--- config.mk ---
export PLATFORM = sky130hd
export DESIGN_NAME = sjf_ctrl
export DESIGN_NICKNAME = d
export VERILOG_FILES = /design/src/rtl/shortest_job_first_scheduler_core_defines.svh /design/src/rtl/sjf_pkg.sv /design/src/rtl/sjf_ctrl.sv
export SDC_FILE = /design/constraint.sdc
export NUM_CORES = 1
export LEC_CHECK = 0
export ABC_AREA = 1
export BUFFER_PORTS_ARGS = -buffer_cell sky130_fd_sc_hd__buf_2
export CELL_PAD_IN_SITES_DETAIL_PLACEMENT = 1
export CELL_PAD_IN_SITES_GLOBAL_PLACEMENT = 2
export CORE_MARGIN = 4
export CORE_UTILIZATION = 19
export DETAILED_ROUTE_END_ITERATION = 6
export PLACE_DENSITY = 0.88
export SYNTH_ARGS = -nofsm -noshare
export SYNTH_HDL_FRONTEND = slang
export SYNTH_SLANG_ARGS = --single-unit
--- constraint.sdc ---
create_clock -name clk -period 2.33 [get_ports clk]
set_clock_uncertainty 0.05 [all_clocks]
set_input_delay 0.3495 -clock clk [delete_from_list [all_inputs] [get_ports clk]]
set_output_delay 0.3495 -clock clk [all_outputs]
set_load 0.01 [all_outputs]
--- src/rtl/shortest_job_first_scheduler_core_defines.svh ---
// Assertion macros for the scheduler core.
// Included by modules that carry concurrent checks; expects clk and arst_n in scope.
`ifndef SHORTEST_JOB_FIRST_SCHEDULER_CORE_DEFINES_SVH
`define SHORTEST_JOB_FIRST_SCHEDULER_CORE_DEFINES_SVH

// condition holds at every edge out of reset
`define SJF_ASSERT(lbl, cond, msg) \
	lbl: assert property (@(posedge clk) disable iff (!arst_n) (cond)) else $error(msg);

// antecedent implies consequent in the same cycle
`define SJF_IMPLY(lbl, ante, cons, msg) \
	lbl: assert property (@(posedge clk) disable iff (!arst_n) (ante) |-> (cons)) else $error(msg);

`endif

--- src/rtl/sjf_pkg.sv ---
// Shared types, constants and helpers for the scheduler core.
// No dependencies.
package sjf_pkg;

	localparam int SLOTS      = 8;
	localparam int MAX_BURSTS = 32;
	localparam int SLOT_W     = 3;
	localparam int PTR_W      = $clog2(MAX_BURSTS);
	localparam int CNT_W      = $clog2(MAX_BURSTS + 1);
	localparam int LEN_W      = $clog2(SLOTS + 1);
	localparam int ADDR_W     = SLOT_W + PTR_W;
	localparam int STORE_D    = SLOTS * MAX_BURSTS;
	localparam int VAL_W      = 8;
	localparam int CNT16_W    = 16;
	localparam int TURN_W     = 18;
	localparam int IN_DATA_W  = 16;
	localparam int OUT_DATA_W = 88;

	localparam logic KIND_FINISH = 1'b0;
	localparam logic KIND_REJECT = 1'b1;
	localparam logic MODE_LOAD   = 1'b0;

	typedef enum logic [2:0] {
		PL_EMPTY, PL_LOADING, PL_READY, PL_RUNNING, PL_IO, PL_FINISHED
	} place_t;

	typedef struct packed {
		logic latch;
		logic load_wr;
		logic reject;
		logic scan_start;
		logic scan_step;
		logic pick;
		logic step;
		logic chk_rd;
		logic finish;
		logic io_wr;
	} cmd_t;

	typedef struct packed {
		logic is_tick;
		logic load_bad;
		logic can_pick;
		logic scan_done;
		logic cpu_end;
		logic has_next;
		logic out_free;
	} stat_t;

	function automatic logic [CNT16_W-1:0] sat_inc(input logic [CNT16_W-1:0] v);
		sat_inc = (v == '1) ? v : v + 1'b1;
	endfunction

endpackage

--- src/rtl/sjf_ctrl.sv ---
// Sequencer for the scheduler core: walks one load or tick through its steps.
// Depends on sjf_pkg.
module sjf_ctrl import sjf_pkg::*; (
	input  logic  clk,
	input  logic  arst_n,
	input  logic  in_fire,
	output logic  in_rdy,
	input  stat_t st,
	output cmd_t  cmd
);
	typedef enum logic [2:0] {
		S_IDLE, S_DECODE, S_SCAN, S_PICK, S_STEP, S_CHK, S_IOWR
	} state_t;

	state_t state_q;

	always_ff @(posedge clk or negedge arst_n) begin
		if (!arst_n) begin
			state_q <= S_IDLE;
		end else begin
			case (state_q)
				S_IDLE: if (in_fire) state_q <= S_DECODE;
				S_DECODE: begin
					if (!st.is_tick) begin
						if (!st.load_bad || st.out_free) state_q <= S_IDLE;
					end else if (st.can_pick) begin
						state_q <= S_SCAN;
					end else begin
						state_q <= S_STEP;
					end
				end
				S_SCAN: if (st.scan_done) state_q <= S_PICK;
				S_PICK: state_q <= S_STEP;
				S_STEP: state_q <= S_CHK;
				S_CHK: begin
					if (!st.cpu_end) state_q <= S_IDLE;
					else if (st.has_next) state_q <= S_IOWR;
					else if (st.out_free) state_q <= S_IDLE;
				end
				S_IOWR: state_q <= S_IDLE;
				default: state_q <= S_IDLE;
			endcase
		end
	end

	always_comb begin
		cmd = '0;
		in_rdy = (state_q == S_IDLE);
		cmd.latch = in_fire;
		case (state_q)
			S_DECODE: begin
				cmd.load_wr    = !st.is_tick && !st.load_bad;
				cmd.reject     = !st.is_tick && st.load_bad && st.out_free;
				cmd.scan_start = st.is_tick && st.can_pick;
			end
			S_SCAN:  cmd.scan_step = 1'b1;
			S_PICK:  cmd.pick = 1'b1;
			S_STEP:  cmd.step = 1'b1;
			S_CHK: begin
				cmd.chk_rd = st.cpu_end && st.has_next;
				cmd.finish = st.cpu_end && !st.has_next && st.out_free;
			end
			S_IOWR:  cmd.io_wr = 1'b1;
			default: ;
		endcase
	end
endmodule

==> results.json <==
{
  "grt_pass1_vias": 435,
  "r2r-start": "state_q[0]$_DFFE_PN0P_",
  "synthesis.nets": 66,
  "reg2reg_depth": 7,
  "synth_fa_ha_area_share_pct": 0,
  "via_count": 415,
  "h-tree-depth": 1,
  "finalHoldViolations": 0,
  "drt_iter0_drc": 1,
  "start_util_pct": 21.03,
  "clock_latency_ns": 0.23,
  "ys_types": 14,
  "io_pins": 21,
  "antenna_found_initial": 0,
  "avgSynthCellArea_um2": 5.854,
  "ant_nets": 0,
  "wl_per_cell_um": 10.41,
  "finalMaxSlewViolations": 0,
  "hp-class": "input port to register",
  "synthXorXnorAreaFrac_pct": 0,
  "reg_top3": "state_q x3",
  "core_mm2": 0.001559,
  "reg2reg_to": "state_q[0]$_DFFE_PN0P_",
  "utilization_pct": 29.61,
  "die_h_um": 49.54,
  "largest_reg_flops": 3,
  "grt_setup_unrepaired": "false",
  "wl_um": 979,
  "synth_top_family_by_area": "simple AND/OR/NAND/NOR gates",
  "slew_headroom_pct": 82.19,
  "gp_congestion": 0.7780,
  "clock_tree.root_cell": "clkbuf_4",
  "grt_pass1_wl_um": 1807,
  "power.total_mw": 0.4733,
  "cts_tree": "built",
  "yosysSeqAreaShare_pct": 22.90,
  "ys.warnings.count": 0,
  "first_pass_iters": 3,
  "peakVddDrop_uv": 273.1,
  "grt_overflow": 0,
  "syn-cell-area_um2": 327.8,
  "netlist_instances": 56,
  "die_w_um": 49.54,
  "max-cap-violations": 0,
  "muxShareOfSynthArea_pct": 0,
  "routed.top_layer": "met3",
  "end_kind": "output pin",
  "regToRegSetupSlack_ns": 1.13,
  "nets": 89,
  "ys_ff_latch": 3,
  "die_area_mm2": 0.002454,
  "setup_viol": 0,
  "seq_area_um2": 75.07,
  "multi_input_area_um2": 177.7,
  "antenna_cells": 0,
  "cts_max_path_buffers": 2,
  "cts_made_buffers": 3,
  "postCtsSetupRepairBufs": 0,
  "setup_tns_ns": 0,
  "wl_met3_um": 61,
  "synthToLayoutAreaGrowth_pct": 40.84,
  "fillerInstances": 221,
  "top_register": "state_q",
  "fmax_ghz": 0.5865,
  "grt_max_degree": 9,
  "arrival_ns": 1.31,
  "post-dp-hpwl_um": 847.6,
  "finalCritPeriodShare_pct": 73.17,
  "power.density_mw_per_mm2": 1025,
  "crit_fanout": 8,
  "vias_per_cell": 4.415,
  "clkTransAtPathRegs_ns": 0.03,
  "drc": 0,
  "clock-sinks": 3,
  "outcome": "complete, no violations",
  "worstHoldEndpoint": "state_q[0]$_DFFE_PN0P_",
  "min_period_ns": 1.705,
  "wl_met1_um": 451,
  "tightest_slew_ns": 0.2672,
  "leakage_nw": 0.3096,
  "critPathLaunchType": "register",
  "rows": 14,
  "grtUsageTotal_pct": 9.302,
  "synth-simple-area-share_pct": 50.38,
  "dr_wl_met2_um": 466,
  "io_buffers": 20,
  "drive_gt1_share_pct": 38.46,
  "holdPathStages": 4,
  "required_ns": 1.93,
  "hp-start": "st[0]",
  "synth_compound_area_share_pct": 3.817,
  "critPathKind": "register to output pin"
}
==> worst max-delay path by stage <==
stage | from | end | slack (ns) | depth (start not counted)
2_1_floorplan | state_q[1]$_DFFE_PN0P_ | cmd[7] | 0.99 | 6
3_3_place_gp | state_q[2]$_DFFE_PN0P_ | cmd[7] | 0.88 | 6
3_5_place_dp | state_q[1]$_DFFE_PN0P_ | cmd[7] | 0.87 | 6
4_1_cts | state_q[2]$_DFFE_PN0P_ | cmd[7] | 0.60 | 6
5_1_grt | state_q[1]$_DFFE_PN0P_ | cmd[7] | 0.46 | 6
6_report | state_q[0]$_DFFE_PN0P_ | cmd[1] | 0.63 | 5
==> cell families after synthesis <==
kind of cell | Yosys count
AND/OR/NAND/NOR | 34
buffers and inverters | 17
AO/OA/AOI/OAI | 2
flip-flops | 3
==> power by group <==
group / internal [mW] / total, mW / switching, mW
combinational: 0.0998 / 0.257 / 0.158
sequential: 0.0774 / 0.126 / 0.0486
clock: 0.0641 / 0.0899 / 0.0258
==> per-layer routing <==
metal	vias up	global-route usage (%)
met5	-	0
met4	0	2.765
met3	0	4.217
met2	16	14.98
met1	182	10.99
li1	217	-
==> layout make-up <==
cell class | count | area share [%]
inverters | 14 | 11.38
well taps | 16 | 4.336
multi-input cells | 36 | 38.48
clock buffers | 4 | 5.691
repair buffers | 21 | 23.85
flip-flops and latches | 3 | 16.26
==> Yosys cell counts <==
| cell type | number | area (µm²) |
|---|---|---|
| nor2_1 | 10 | 37.54 |
| nand3b_1 | 1 | 7.510 |
| nor3_1 | 3 | 15.01 |
| nor3_2 | 1 | 10.01 |
| o211ai_1 | 1 | 7.510 |
| nand3_1 | 7 | 35.03 |
| nand3_2 | 2 | 20.02 |
| dfrtp_1 | 3 | 75.07 |
| a21oi_1 | 1 | 5.000 |
| inv_1 | 11 | 41.29 |
| nand2_1 | 9 | 33.78 |
| buf_4 | 3 | 22.52 |
| inv_2 | 3 | 11.26 |
| nand2_2 | 1 | 6.260 |
==> worst max-delay path, cell delays in order (launching register included) <==
cell and delay [ns]:
dfrtp_1 0.47, nand2_1 0.14, nor3_2 0.14, nand2_1 0.10, nor2_1 0.10, buf_2 0.13
==> repair_timing <==
action                                 CTS  global route
endpoints found under the hold margin    3             0
resized for setup                        0             0
hold buffers                             1             0
==> placed cells by master (no fill, tap or decap) <==
master,count
nand3_2,2
clkbuf_4,3
dlygate4sd3_1,1
nor2_1,10
clkbuf_1,1
nor3_2,1
buf_2,20
inv_2,3
nor3_1,3
dfrtp_1,3
nand2_2,1
nand2_1,9
a21oi_1,1
nand3_1,7
inv_1,11
o211ai_1,1
nand3b_1,1
==> stage by stage <==
step                setup WS (ns)  hold slack [ns]  cell area (µm²)  std cells
floorplan                  0.9850         0.003909            327.8         56
global placement           0.8799          0.09668            425.4         89
detailed placement         0.8651          0.09774            425.4         89
CTS                        0.5985           0.3880            461.7         94
global route               0.4637           0.3949            461.7         94
finish                     0.6250           0.3883            461.7         94
Power figures use the tool's default switching activity.
