[src/rtl/shortest_job_first_scheduler_core_defines.svh]
// Assertion macros for the scheduler core.
// Included by modules that carry concurrent checks; expects clk and arst_n in scope.
`ifndef SHORTEST_JOB_FIRST_SCHEDULER_CORE_DEFINES_SVH
`define SHORTEST_JOB_FIRST_SCHEDULER_CORE_DEFINES_SVH

// condition holds at every edge out of reset
`define SJF_ASSERT(lbl, cond, msg) \
	lbl: assert property (@(posedge clk) disable iff (!arst_n) (cond)) else $error(msg);

// antecedent implies consequent in the same cycle
`define SJF_IMPLY(lbl, ante, cons, msg) \
	lbl: assert property (@(posedge clk) disable iff (!arst_n) (ante) |-> (cons)) else $error(msg);

`endif

[src/rtl/sjf_pkg.sv]
// Shared types, constants and helpers for the scheduler core.
// No dependencies.
package sjf_pkg;

	localparam int SLOTS      = 8;
	localparam int MAX_BURSTS = 32;
	localparam int SLOT_W     = 3;
	localparam int PTR_W      = $clog2(MAX_BURSTS);
	localparam int CNT_W      = $clog2(MAX_BURSTS + 1);
	localparam int LEN_W      = $clog2(SLOTS + 1);
	localparam int ADDR_W     = SLOT_W + PTR_W;
	localparam int STORE_D    = SLOTS * MAX_BURSTS;
	localparam int VAL_W      = 8;
	localparam int CNT16_W    = 16;
	localparam int TURN_W     = 18;
	localparam int IN_DATA_W  = 16;
	localparam int OUT_DATA_W = 88;

	localparam logic KIND_FINISH = 1'b0;
	localparam logic KIND_REJECT = 1'b1;
	localparam logic MODE_LOAD   = 1'b0;

	typedef enum logic [2:0] {
		PL_EMPTY, PL_LOADING, PL_READY, PL_RUNNING, PL_IO, PL_FINISHED
	} place_t;

	typedef struct packed {
		logic latch;
		logic load_wr;
		logic reject;
		logic scan_start;
		logic scan_step;
		logic pick;
		logic step;
		logic chk_rd;
		logic finish;
		logic io_wr;
	} cmd_t;

	typedef struct packed {
		logic is_tick;
		logic load_bad;
		logic can_pick;
		logic scan_done;
		logic cpu_end;
		logic has_next;
		logic out_free;
	} stat_t;

	function automatic logic [CNT16_W-1:0] sat_inc(input logic [CNT16_W-1:0] v);
		sat_inc = (v == '1) ? v : v + 1'b1;
	endfunction

endpackage

[src/rtl/sjf_ram.sv]
// Generic single-write, single-read RAM with registered read data.
// No dependencies.
module sjf_ram #(
	parameter int WIDTH = 8,
	parameter int DEPTH = 256
) (
	input  logic                     clk,
	input  logic                     wr_en,
	input  logic [$clog2(DEPTH)-1:0] wr_addr,
	input  logic [WIDTH-1:0]         wr_data,
	input  logic [$clog2(DEPTH)-1:0] rd_addr,
	output logic [WIDTH-1:0]         rd_data
);
	logic [WIDTH-1:0] mem [DEPTH];

	always_ff @(posedge clk) begin
		if (wr_en) begin
			mem[wr_addr] <= wr_data;
		end
		rd_data <= mem[rd_addr];
	end
endmodule

[src/rtl/sjf_dp.sv]
// Datapath of the scheduler core: per-slot state, ready list, burst store, result register.
// Depends on sjf_pkg, sjf_ram and the assertion macro header.
`include "shortest_job_first_scheduler_core_defines.svh"
module sjf_dp import sjf_pkg::*; (
	input  logic                  clk,
	input  logic                  arst_n,
	input  cmd_t                  cmd,
	output stat_t                 st,
	input  logic                  in_mode,
	input  logic [SLOT_W-1:0]     in_slot,
	input  logic [VAL_W-1:0]      in_val,
	input  logic                  in_last,
	output logic                  out_valid,
	input  logic                  out_ready,
	output logic                  out_kind,
	output logic [OUT_DATA_W-1:0] out_data
);
	logic              mode_q, last_q;
	logic [SLOT_W-1:0] slot_q;
	logic [VAL_W-1:0]  val_q;

	logic [CNT_W-1:0]   cnt_q   [SLOTS];
	logic [CNT_W-1:0]   ptr_q   [SLOTS];
	place_t             place_q [SLOTS];
	logic [VAL_W-1:0]   iol_q   [SLOTS];
	logic [CNT16_W-1:0] wait_q  [SLOTS];
	logic [CNT16_W-1:0] resp_q  [SLOTS];
	logic [CNT16_W-1:0] cpuc_q  [SLOTS];
	logic [CNT16_W-1:0] ioc_q   [SLOTS];
	logic [SLOTS-1:0]   ran_q;
	logic [SLOT_W-1:0]  ready_q [SLOTS];
	logic [LEN_W-1:0]   rlen_q;
	logic [SLOT_W-1:0]  rs_q;
	logic [VAL_W-1:0]   cpul_q;
	logic               busy_q;

	logic [LEN_W-1:0]  idx_q, cidx_q;
	logic              cval_q;
	logic [LEN_W-1:0]  best_q;
	logic [VAL_W-1:0]  bval_q;

	logic                  ov_q, okind_q;
	logic [OUT_DATA_W-1:0] odata_q;

	logic              wr_en;
	logic [ADDR_W-1:0] wr_addr, rd_addr;
	logic [VAL_W-1:0]  rdata;
	logic              issue;
	logic [SLOT_W-1:0] scan_slot;

	sjf_ram #(.WIDTH(VAL_W), .DEPTH(STORE_D)) u_store (
		.clk(clk), .wr_en(wr_en), .wr_addr(wr_addr), .wr_data(val_q),
		.rd_addr(rd_addr), .rd_data(rdata)
	);

	assign wr_en     = cmd.load_wr;
	assign wr_addr   = {slot_q, cnt_q[slot_q][PTR_W-1:0]};
	assign scan_slot = ready_q[idx_q[SLOT_W-1:0]];
	assign issue     = cmd.scan_step && (idx_q < rlen_q);
	assign rd_addr   = cmd.chk_rd ? {rs_q, ptr_q[rs_q][PTR_W-1:0]}
	                              : {scan_slot, ptr_q[scan_slot][PTR_W-1:0]};

	// status
	logic other_busy;
	always_comb begin
		other_busy = 1'b0;
		for (int i = 0; i < SLOTS; i++) begin
			if (SLOT_W'(i) != rs_q &&
			    (place_q[i] == PL_READY || place_q[i] == PL_RUNNING || place_q[i] == PL_IO))
				other_busy = 1'b1;
		end
		st.is_tick   = (mode_q != MODE_LOAD);
		st.load_bad  = (int'(slot_q) >= SLOTS) ||
		               (place_q[slot_q] != PL_EMPTY && place_q[slot_q] != PL_LOADING) ||
		               (cnt_q[slot_q] >= CNT_W'(MAX_BURSTS)) || (val_q == '0) ||
		               (last_q && cnt_q[slot_q][0]);
		st.can_pick  = !busy_q && (rlen_q != '0);
		st.scan_done = cval_q && (cidx_q == rlen_q - 1'b1);
		st.cpu_end   = busy_q && (cpul_q == '0);
		st.has_next  = ptr_q[rs_q] < cnt_q[rs_q];
		st.out_free  = !ov_q || out_ready;
	end

	// I/O completions join the ready list in ascending slot order
	logic [SLOT_W-1:0] nready [SLOTS];
	logic [LEN_W-1:0]  nlen;
	logic [SLOTS-1:0]  joins;
	always_comb begin
		nready = ready_q;
		nlen   = rlen_q;
		joins  = '0;
		for (int s = 0; s < SLOTS; s++) begin
			if (place_q[s] == PL_IO && iol_q[s] <= VAL_W'(1)) begin
				joins[s] = 1'b1;
				if (nlen < LEN_W'(SLOTS)) begin
					nready[nlen[SLOT_W-1:0]] = SLOT_W'(s);
					nlen = nlen + 1'b1;
				end
			end
		end
	end

	logic [SLOT_W-1:0] pick_slot;
	assign pick_slot = ready_q[best_q[SLOT_W-1:0]];

	always_ff @(posedge clk) begin
		if (cmd.latch) begin
			mode_q <= in_mode;
			slot_q <= in_slot;
			val_q  <= in_val;
			last_q <= in_last;
		end
		if (cmd.reject) begin
			okind_q <= KIND_REJECT;
			odata_q <= {{(OUT_DATA_W-SLOT_W){1'b0}}, slot_q};
		end else if (cmd.finish) begin
			okind_q <= KIND_FINISH;
			odata_q <= {2'b00, !other_busy,
			            TURN_W'(wait_q[rs_q]) + TURN_W'(cpuc_q[rs_q]) + TURN_W'(ioc_q[rs_q]),
			            ioc_q[rs_q], cpuc_q[rs_q], resp_q[rs_q], wait_q[rs_q], rs_q};
		end
		if (cmd.scan_start) begin
			idx_q  <= '0;
			cval_q <= 1'b0;
		end else if (cmd.scan_step) begin
			if (issue) idx_q <= idx_q + 1'b1;
			cval_q <= issue;
			cidx_q <= idx_q;
			if (cval_q && (cidx_q == '0 || rdata < bval_q)) begin
				bval_q <= rdata;
				best_q <= cidx_q;
			end
		end
	end

	always_ff @(posedge clk or negedge arst_n) begin
		if (!arst_n) begin
			for (int s = 0; s < SLOTS; s++) begin
				cnt_q[s]   <= '0;
				ptr_q[s]   <= '0;
				place_q[s] <= PL_EMPTY;
				iol_q[s]   <= '0;
				wait_q[s]  <= '0;
				resp_q[s]  <= '0;
				cpuc_q[s]  <= '0;
				ioc_q[s]   <= '0;
			end
			ran_q  <= '0;
			rlen_q <= '0;
			rs_q   <= '0;
			cpul_q <= '0;
			busy_q <= 1'b0;
			ov_q   <= 1'b0;
		end else begin
			if (cmd.reject || cmd.finish) ov_q <= 1'b1;
			else if (out_ready) ov_q <= 1'b0;

			if (cmd.load_wr) begin
				cnt_q[slot_q] <= cnt_q[slot_q] + 1'b1;
				if (last_q) begin
					place_q[slot_q] <= PL_READY;
					if (rlen_q < LEN_W'(SLOTS)) begin
						ready_q[rlen_q[SLOT_W-1:0]] <= slot_q;
						rlen_q <= rlen_q + 1'b1;
					end
				end else begin
					place_q[slot_q] <= PL_LOADING;
				end
			end

			if (cmd.pick) begin
				for (int i = 0; i < SLOTS - 1; i++) begin
					if (LEN_W'(i) >= best_q) ready_q[i] <= ready_q[i+1];
				end
				rlen_q <= rlen_q - 1'b1;
				if (!ran_q[pick_slot]) begin
					resp_q[pick_slot] <= wait_q[pick_slot];
					ran_q[pick_slot]  <= 1'b1;
				end
				cpul_q <= bval_q;
				if (ptr_q[pick_slot] < CNT_W'(MAX_BURSTS))
					ptr_q[pick_slot] <= ptr_q[pick_slot] + 1'b1;
				rs_q   <= pick_slot;
				busy_q <= 1'b1;
				place_q[pick_slot] <= PL_RUNNING;
			end

			if (cmd.step) begin
				if (busy_q) begin
					if (cpul_q != '0) cpul_q <= cpul_q - 1'b1;
					cpuc_q[rs_q] <= sat_inc(cpuc_q[rs_q]);
				end
				for (int s = 0; s < SLOTS; s++) begin
					if (place_q[s] == PL_IO) begin
						if (iol_q[s] != '0) iol_q[s] <= iol_q[s] - 1'b1;
						ioc_q[s] <= sat_inc(ioc_q[s]);
					end
					if (joins[s]) place_q[s] <= PL_READY;
					if (joins[s] || place_q[s] == PL_READY) wait_q[s] <= sat_inc(wait_q[s]);
				end
				ready_q <= nready;
				rlen_q  <= nlen;
			end

			if (cmd.chk_rd) ptr_q[rs_q] <= ptr_q[rs_q] + 1'b1;
			if (cmd.io_wr) begin
				iol_q[rs_q]   <= rdata;
				place_q[rs_q] <= PL_IO;
				busy_q        <= 1'b0;
			end
			if (cmd.finish) begin
				place_q[rs_q] <= PL_FINISHED;
				busy_q        <= 1'b0;
			end
		end
	end

	assign out_valid = ov_q;
	assign out_kind  = okind_q;
	assign out_data  = odata_q;

	logic [SLOTS-1:0] rdy_vec;
	logic             ptr_ok;
	always_comb begin
		ptr_ok = 1'b1;
		for (int s = 0; s < SLOTS; s++) begin
			rdy_vec[s] = (place_q[s] == PL_READY);
			if (ptr_q[s] > cnt_q[s]) ptr_ok = 1'b0;
		end
	end

	`SJF_ASSERT(a_rlen_bound, rlen_q <= LEN_W'(SLOTS), "ready list longer than slot count")
	`SJF_ASSERT(a_rlen_match, $countones(rdy_vec) == int'(rlen_q), "ready list out of step")
	`SJF_ASSERT(a_ptr_bound, ptr_ok, "burst pointer past list end")
	`SJF_IMPLY(a_busy_run, busy_q, place_q[rs_q] == PL_RUNNING, "busy CPU without running slot")
endmodule

[config.mk]
export PLATFORM = sky130hd
export DESIGN_NAME = sjf_dp
export DESIGN_NICKNAME = d
export VERILOG_FILES = /design/src/rtl/sjf_pkg.sv /design/src/rtl/sjf_ram.sv /design/src/rtl/sjf_dp.sv
export VERILOG_INCLUDE_DIRS = /design/src /design/src/rtl
export SDC_FILE = /design/constraint.sdc
export NUM_CORES = 2
export LEC_CHECK = 0
export BUFFER_PORTS_ARGS = -buffer_cell sky130_fd_sc_hd__buf_2
export CAP_MARGIN = 5
export CORE_MARGIN = 1
export CORE_UTILIZATION = 40
export CTS_BUF_LIST = sky130_fd_sc_hd__clkbuf_2 sky130_fd_sc_hd__clkbuf_4 sky130_fd_sc_hd__clkbuf_8
export CTS_CLUSTER_SIZE = 40
export DETAILED_ROUTE_END_ITERATION = 10
export PLACE_DENSITY = 0.61
export SLEW_MARGIN = 40
export SYNTH_ARGS = -nofsm -noshare
export SYNTH_HDL_FRONTEND = slang
export SYNTH_HIERARCHICAL = 1
export SYNTH_SLANG_ARGS = --single-unit
export TNS_END_PERCENT = 10
[constraint.sdc]
create_clock -name clk -period 9.1 [get_ports clk]
set_input_delay 1.82 -clock clk [delete_from_list [all_inputs] [get_ports clk]]
set_output_delay 1.82 -clock clk [all_outputs]
set_load 0.01 [all_outputs]
==> flow_summary.ini <==
[clock_network]
clkTransAtPathRegs_ns = 0.06
postCtsSetupBuffers = 0
cts-htree-levels = 5
cts.sinks = 2922
cts_resized = 0
max-clock-path-buffers = 4
cts_root_buffer = clkbuf_8
cts_tree = built
numCtsBuffers = 472
cts_hold_buf = 0
clkLatencyLatePin_ns = 1.18

[outcome]
run_status = finished clean

[timing]
worstMarginPinSlew_ns = 1.08
slew_viol_final = 0
fin_ws_ns = 1.96
holdWs_ns = 0.466
setup_violations = 0
clock-skew-final_ns = 0.160
fin_crit_ns = 7.14
fin_crit_sh = 0.785
max_freq_mhz = 140
rsz0062_at_grt = false
final_hold_viol_count = 0
timing.setup.tns_ns = 0
slew-limit-headroom = 0.282

[grt]
grtUsageMet3 = 0.0384
grt_overflow = 0
use_met2 = 0.349
grt_util_met1 = 0.286
grt_pass1_vias = 78000
busiest_layer = met2
grt_util_all_layers = 0.214
antenna_found_initial = 8
grt_max_degree = 193
grt_first_pass_wirelength_um = 520000

[yosys]
ys_types = 135
synth_area_um2 = 128000
synth-edff-count = 2104
async_flop_share = 0.247
syn_area_per_cell_um2 = 14.8
yosys_warnings = 6
synth_ff_type = edfxtp_1
synthCells = 8642
ys_seq_area_frac = 0.650
ys_seq_elements = 2922

[worst_setup_path]
rr_startpoint = iol_q[54]
r2r_slack_ns = 1.96
path_cells = or3_4 -> nor4_4 -> nor3b_4 -> and2_1 -> mux2_2 -> ha_1 -> mux2i_4 -> inv_2 -> ha_1 -> mux2i_1 -> inv_1 -> ha_1 -> a21oi_2 -> inv_4 -> ha_1 -> mux2i_4 -> inv_2 -> ha_1 -> xnor3_1 -> a32o_1 -> a2bb2oi_1 -> a22oi_1
crit_required_ns = 9.91
crit_type = register to register
endpoint_kind = register
crit_path_max_fanout = 9
cp.arrival_ns = 7.95
rr_endpoint = ready_q[4]
critical-path-max-stage-delay_ns = 0.62
start_kind = register
cp_common_cell = ha_1
r2r_cells = 22
worst_path_max_delay_cell = nor3b_4

[die]
start_util = 0.402
num_io_pins = 123
design.core.area_um2 = 318000
core.rowCount = 207
die_y_um = 567
die_x_um = 567
die_area_um2 = 322000

[detailed_routing]
via_per_inst = 5.79
drcViolationCount = 0
vias = 78300
drt_iter0_drc = 8057
finalWirelength_um = 351000
ant_nets = 0
drt_pass1_iterations = 6
detail_route.wl_per_cell_um = 26.0

[placed_design]
placed_cells = 12600
io_buffer_count = 120
hpwl_um = 227000
preCtsSetupSlack_ns = 2.03
gp_congestion = 0.898
place_area_um2 = 133000

[cells_and_area]
fin_nets = 9058
design_area_um2 = 143000
nFillCells = 27800
post-route-util = 0.451
seqCellArea_um2 = 83200
multi_input_area_um2 = 42400
fin_cells = 13500
final_layout_size_suffix_gt1_frac = 0.223
syn_to_final_growth_pct = 12.1

[pwr]
p_leak_nw = 50.9
total_power_mw = 38.1
peakVddDrop_mv = 0.276
power_density_nw_per_um2 = 266

[worst_hold_path]
hp-start = ran_q[3]
min_to = ran_q[3]
hold_class = register to register
whs_path_depth = 1

[flow_run]
maxCapViolCount = 0
-- report_power, final --
| group | switching (mW) | internal (mW) | leakage [nW] |
|---|---|---|---|
| sequential | 0.801 | 15.2 | 29.2 |
| clock | 5.30 | 6.23 | 5.10 |
| combinational | 6.33 | 4.26 | 16.5 |
-- logic make-up after synthesis --
family / after synthesis / synth area share
flops: 2922 / 0.650
compound gates: 1280 / 0.0648
fa+ha+maj: 95 / 0.0103
xor+xnor: 301 / 0.0213
other cells: 1 / 0.0000293
mux: 1037 / 0.145
simple gates: 2401 / 0.0851
buf+inv: 605 / 0.0234
-- how the worst max path moves through the flow --
stage	start	endpoint	cells after the start
global placement	iol_q[56]	ready_q[2]	26
CTS	rs_q[0]	st[1]	11
global route	rlen_q[0]	ready_q[4]	24
floorplan	rs_q[0]	out_data[82]	26
finish	iol_q[54]	ready_q[4]	22
detailed placement	iol_q[54]	ready_q[2]	22
-- critical path, delay by kind of cell, from the launching register on --
kind / cells / cell delay, ns
AO/OA/AOI/OAI: 4 / 1.02
XOR/XNOR: 1 / 0.40
adder cells (fa/ha/maj): 5 / 1.62
buffers and inverters: 4 / 0.39
flip-flops: 1 / 0.40
multiplexers: 4 / 1.25
AND/OR/NAND/NOR: 4 / 1.79
-- cell type report --
cell class	instances	area share
multi-input cells	5116	0.296
well taps	4180	0.0365
inverters	111	0.00296
clock buffers	674	0.0578
diodes	8	0.000140
flip-flops and latches	2922	0.580
clock inverters	179	0.00898
repair buffers	314	0.0181
-- flip-flops by register name, indices dropped and copies added (netlist names), 3 cells and up --
signal and flops:
u_store/rd_data 8, ioc_q 128, place_q 24, bval_q 8
slot_q 3, cnt_q 48, rs_q 3, cpuc_q 128
val_q 8, best_q 4, ready_q 24, cpul_q 8
ran_q 8, rlen_q 4, cidx_q 4, out_data 86
resp_q 128, iol_q 64, idx_q 4, u_store/mem 2048
wait_q 128, ptr_q 48
-- cell usage after synthesis (all sizes together), types with 12 or more instances --
master / instances / area share
a211oi: 65 / 0.0039
a21o: 15 / 0.00091
a21oi: 310 / 0.012
a221oi: 34 / 0.0024
a22oi: 170 / 0.010
a31oi: 50 / 0.0027
and2: 38 / 0.0019
and3: 77 / 0.0038
and4: 18 / 0.0012
buf: 185 / 0.011
clkbuf: 308 / 0.0092
dfrtp: 721 / 0.14
dfxtp: 97 / 0.015
edfxtp: 2104 / 0.49
fa: 17 / 0.0027
ha: 78 / 0.0076
inv: 108 / 0.0032
mux2: 118 / 0.010
mux2i: 283 / 0.022
mux4: 636 / 0.11
nand2: 918 / 0.027
nand2b: 51 / 0.0025
nand3: 175 / 0.0070
nand4: 78 / 0.0041
nor2: 708 / 0.021
nor2b: 64 / 0.0031
nor3: 134 / 0.0052
nor3b: 21 / 0.0014
nor4: 47 / 0.0028
o211ai: 33 / 0.0020
o21a: 14 / 0.00082
o21ai: 379 / 0.015
o221ai: 51 / 0.0035
o22ai: 40 / 0.0020
or2: 12 / 0.00059
or3: 31 / 0.0016
xnor2: 221 / 0.015
xor2: 77 / 0.0053
-- layer usage --
metal,share of wire,vias up
met5,0.00032,-
met2,0.48,3314
met1,0.40,40400
met4,0.040,6
met3,0.078,694
li1,-,33800
-- cell usage in the layout (no fill, tap or decap), types with 32 or more instances in the layout --
cell / synthesis / layout
edfxtp_1: 2104 / 2104
nand2_1: 917 / 905
dfrtp_1: 721 / 718
mux4_2: 634 / 634
nor2_1: 706 / 613
clkbuf_8: 2 / 516
o21ai_0: 372 / 368
a21oi_1: 307 / 303
mux2i_1: 281 / 275
xnor2_1: 218 / 218
a22oi_1: 168 / 168
nand3_1: 173 / 162
clkbuf_4: 0 / 158
buf_4: 33 / 140
nor3_1: 134 / 128
buf_2: 44 / 118
mux2_2: 117 / 117
inv_1: 102 / 102
dfxtp_1: 97 / 97
nor2_2: 1 / 93
clkinv_1: 3 / 93
ha_1: 78 / 78
xor2_1: 77 / 77
nand4_1: 76 / 76
and3_1: 75 / 75
a211oi_1: 64 / 64
nor2b_1: 64 / 58
clkinv_2: 0 / 51
o221ai_1: 50 / 50
nand2b_1: 51 / 49
a31oi_1: 47 / 47
o22ai_1: 40 / 40
and2_1: 34 / 34
o211ai_1: 32 / 32
No activity file was read; power rests on OpenSTA's default activity.
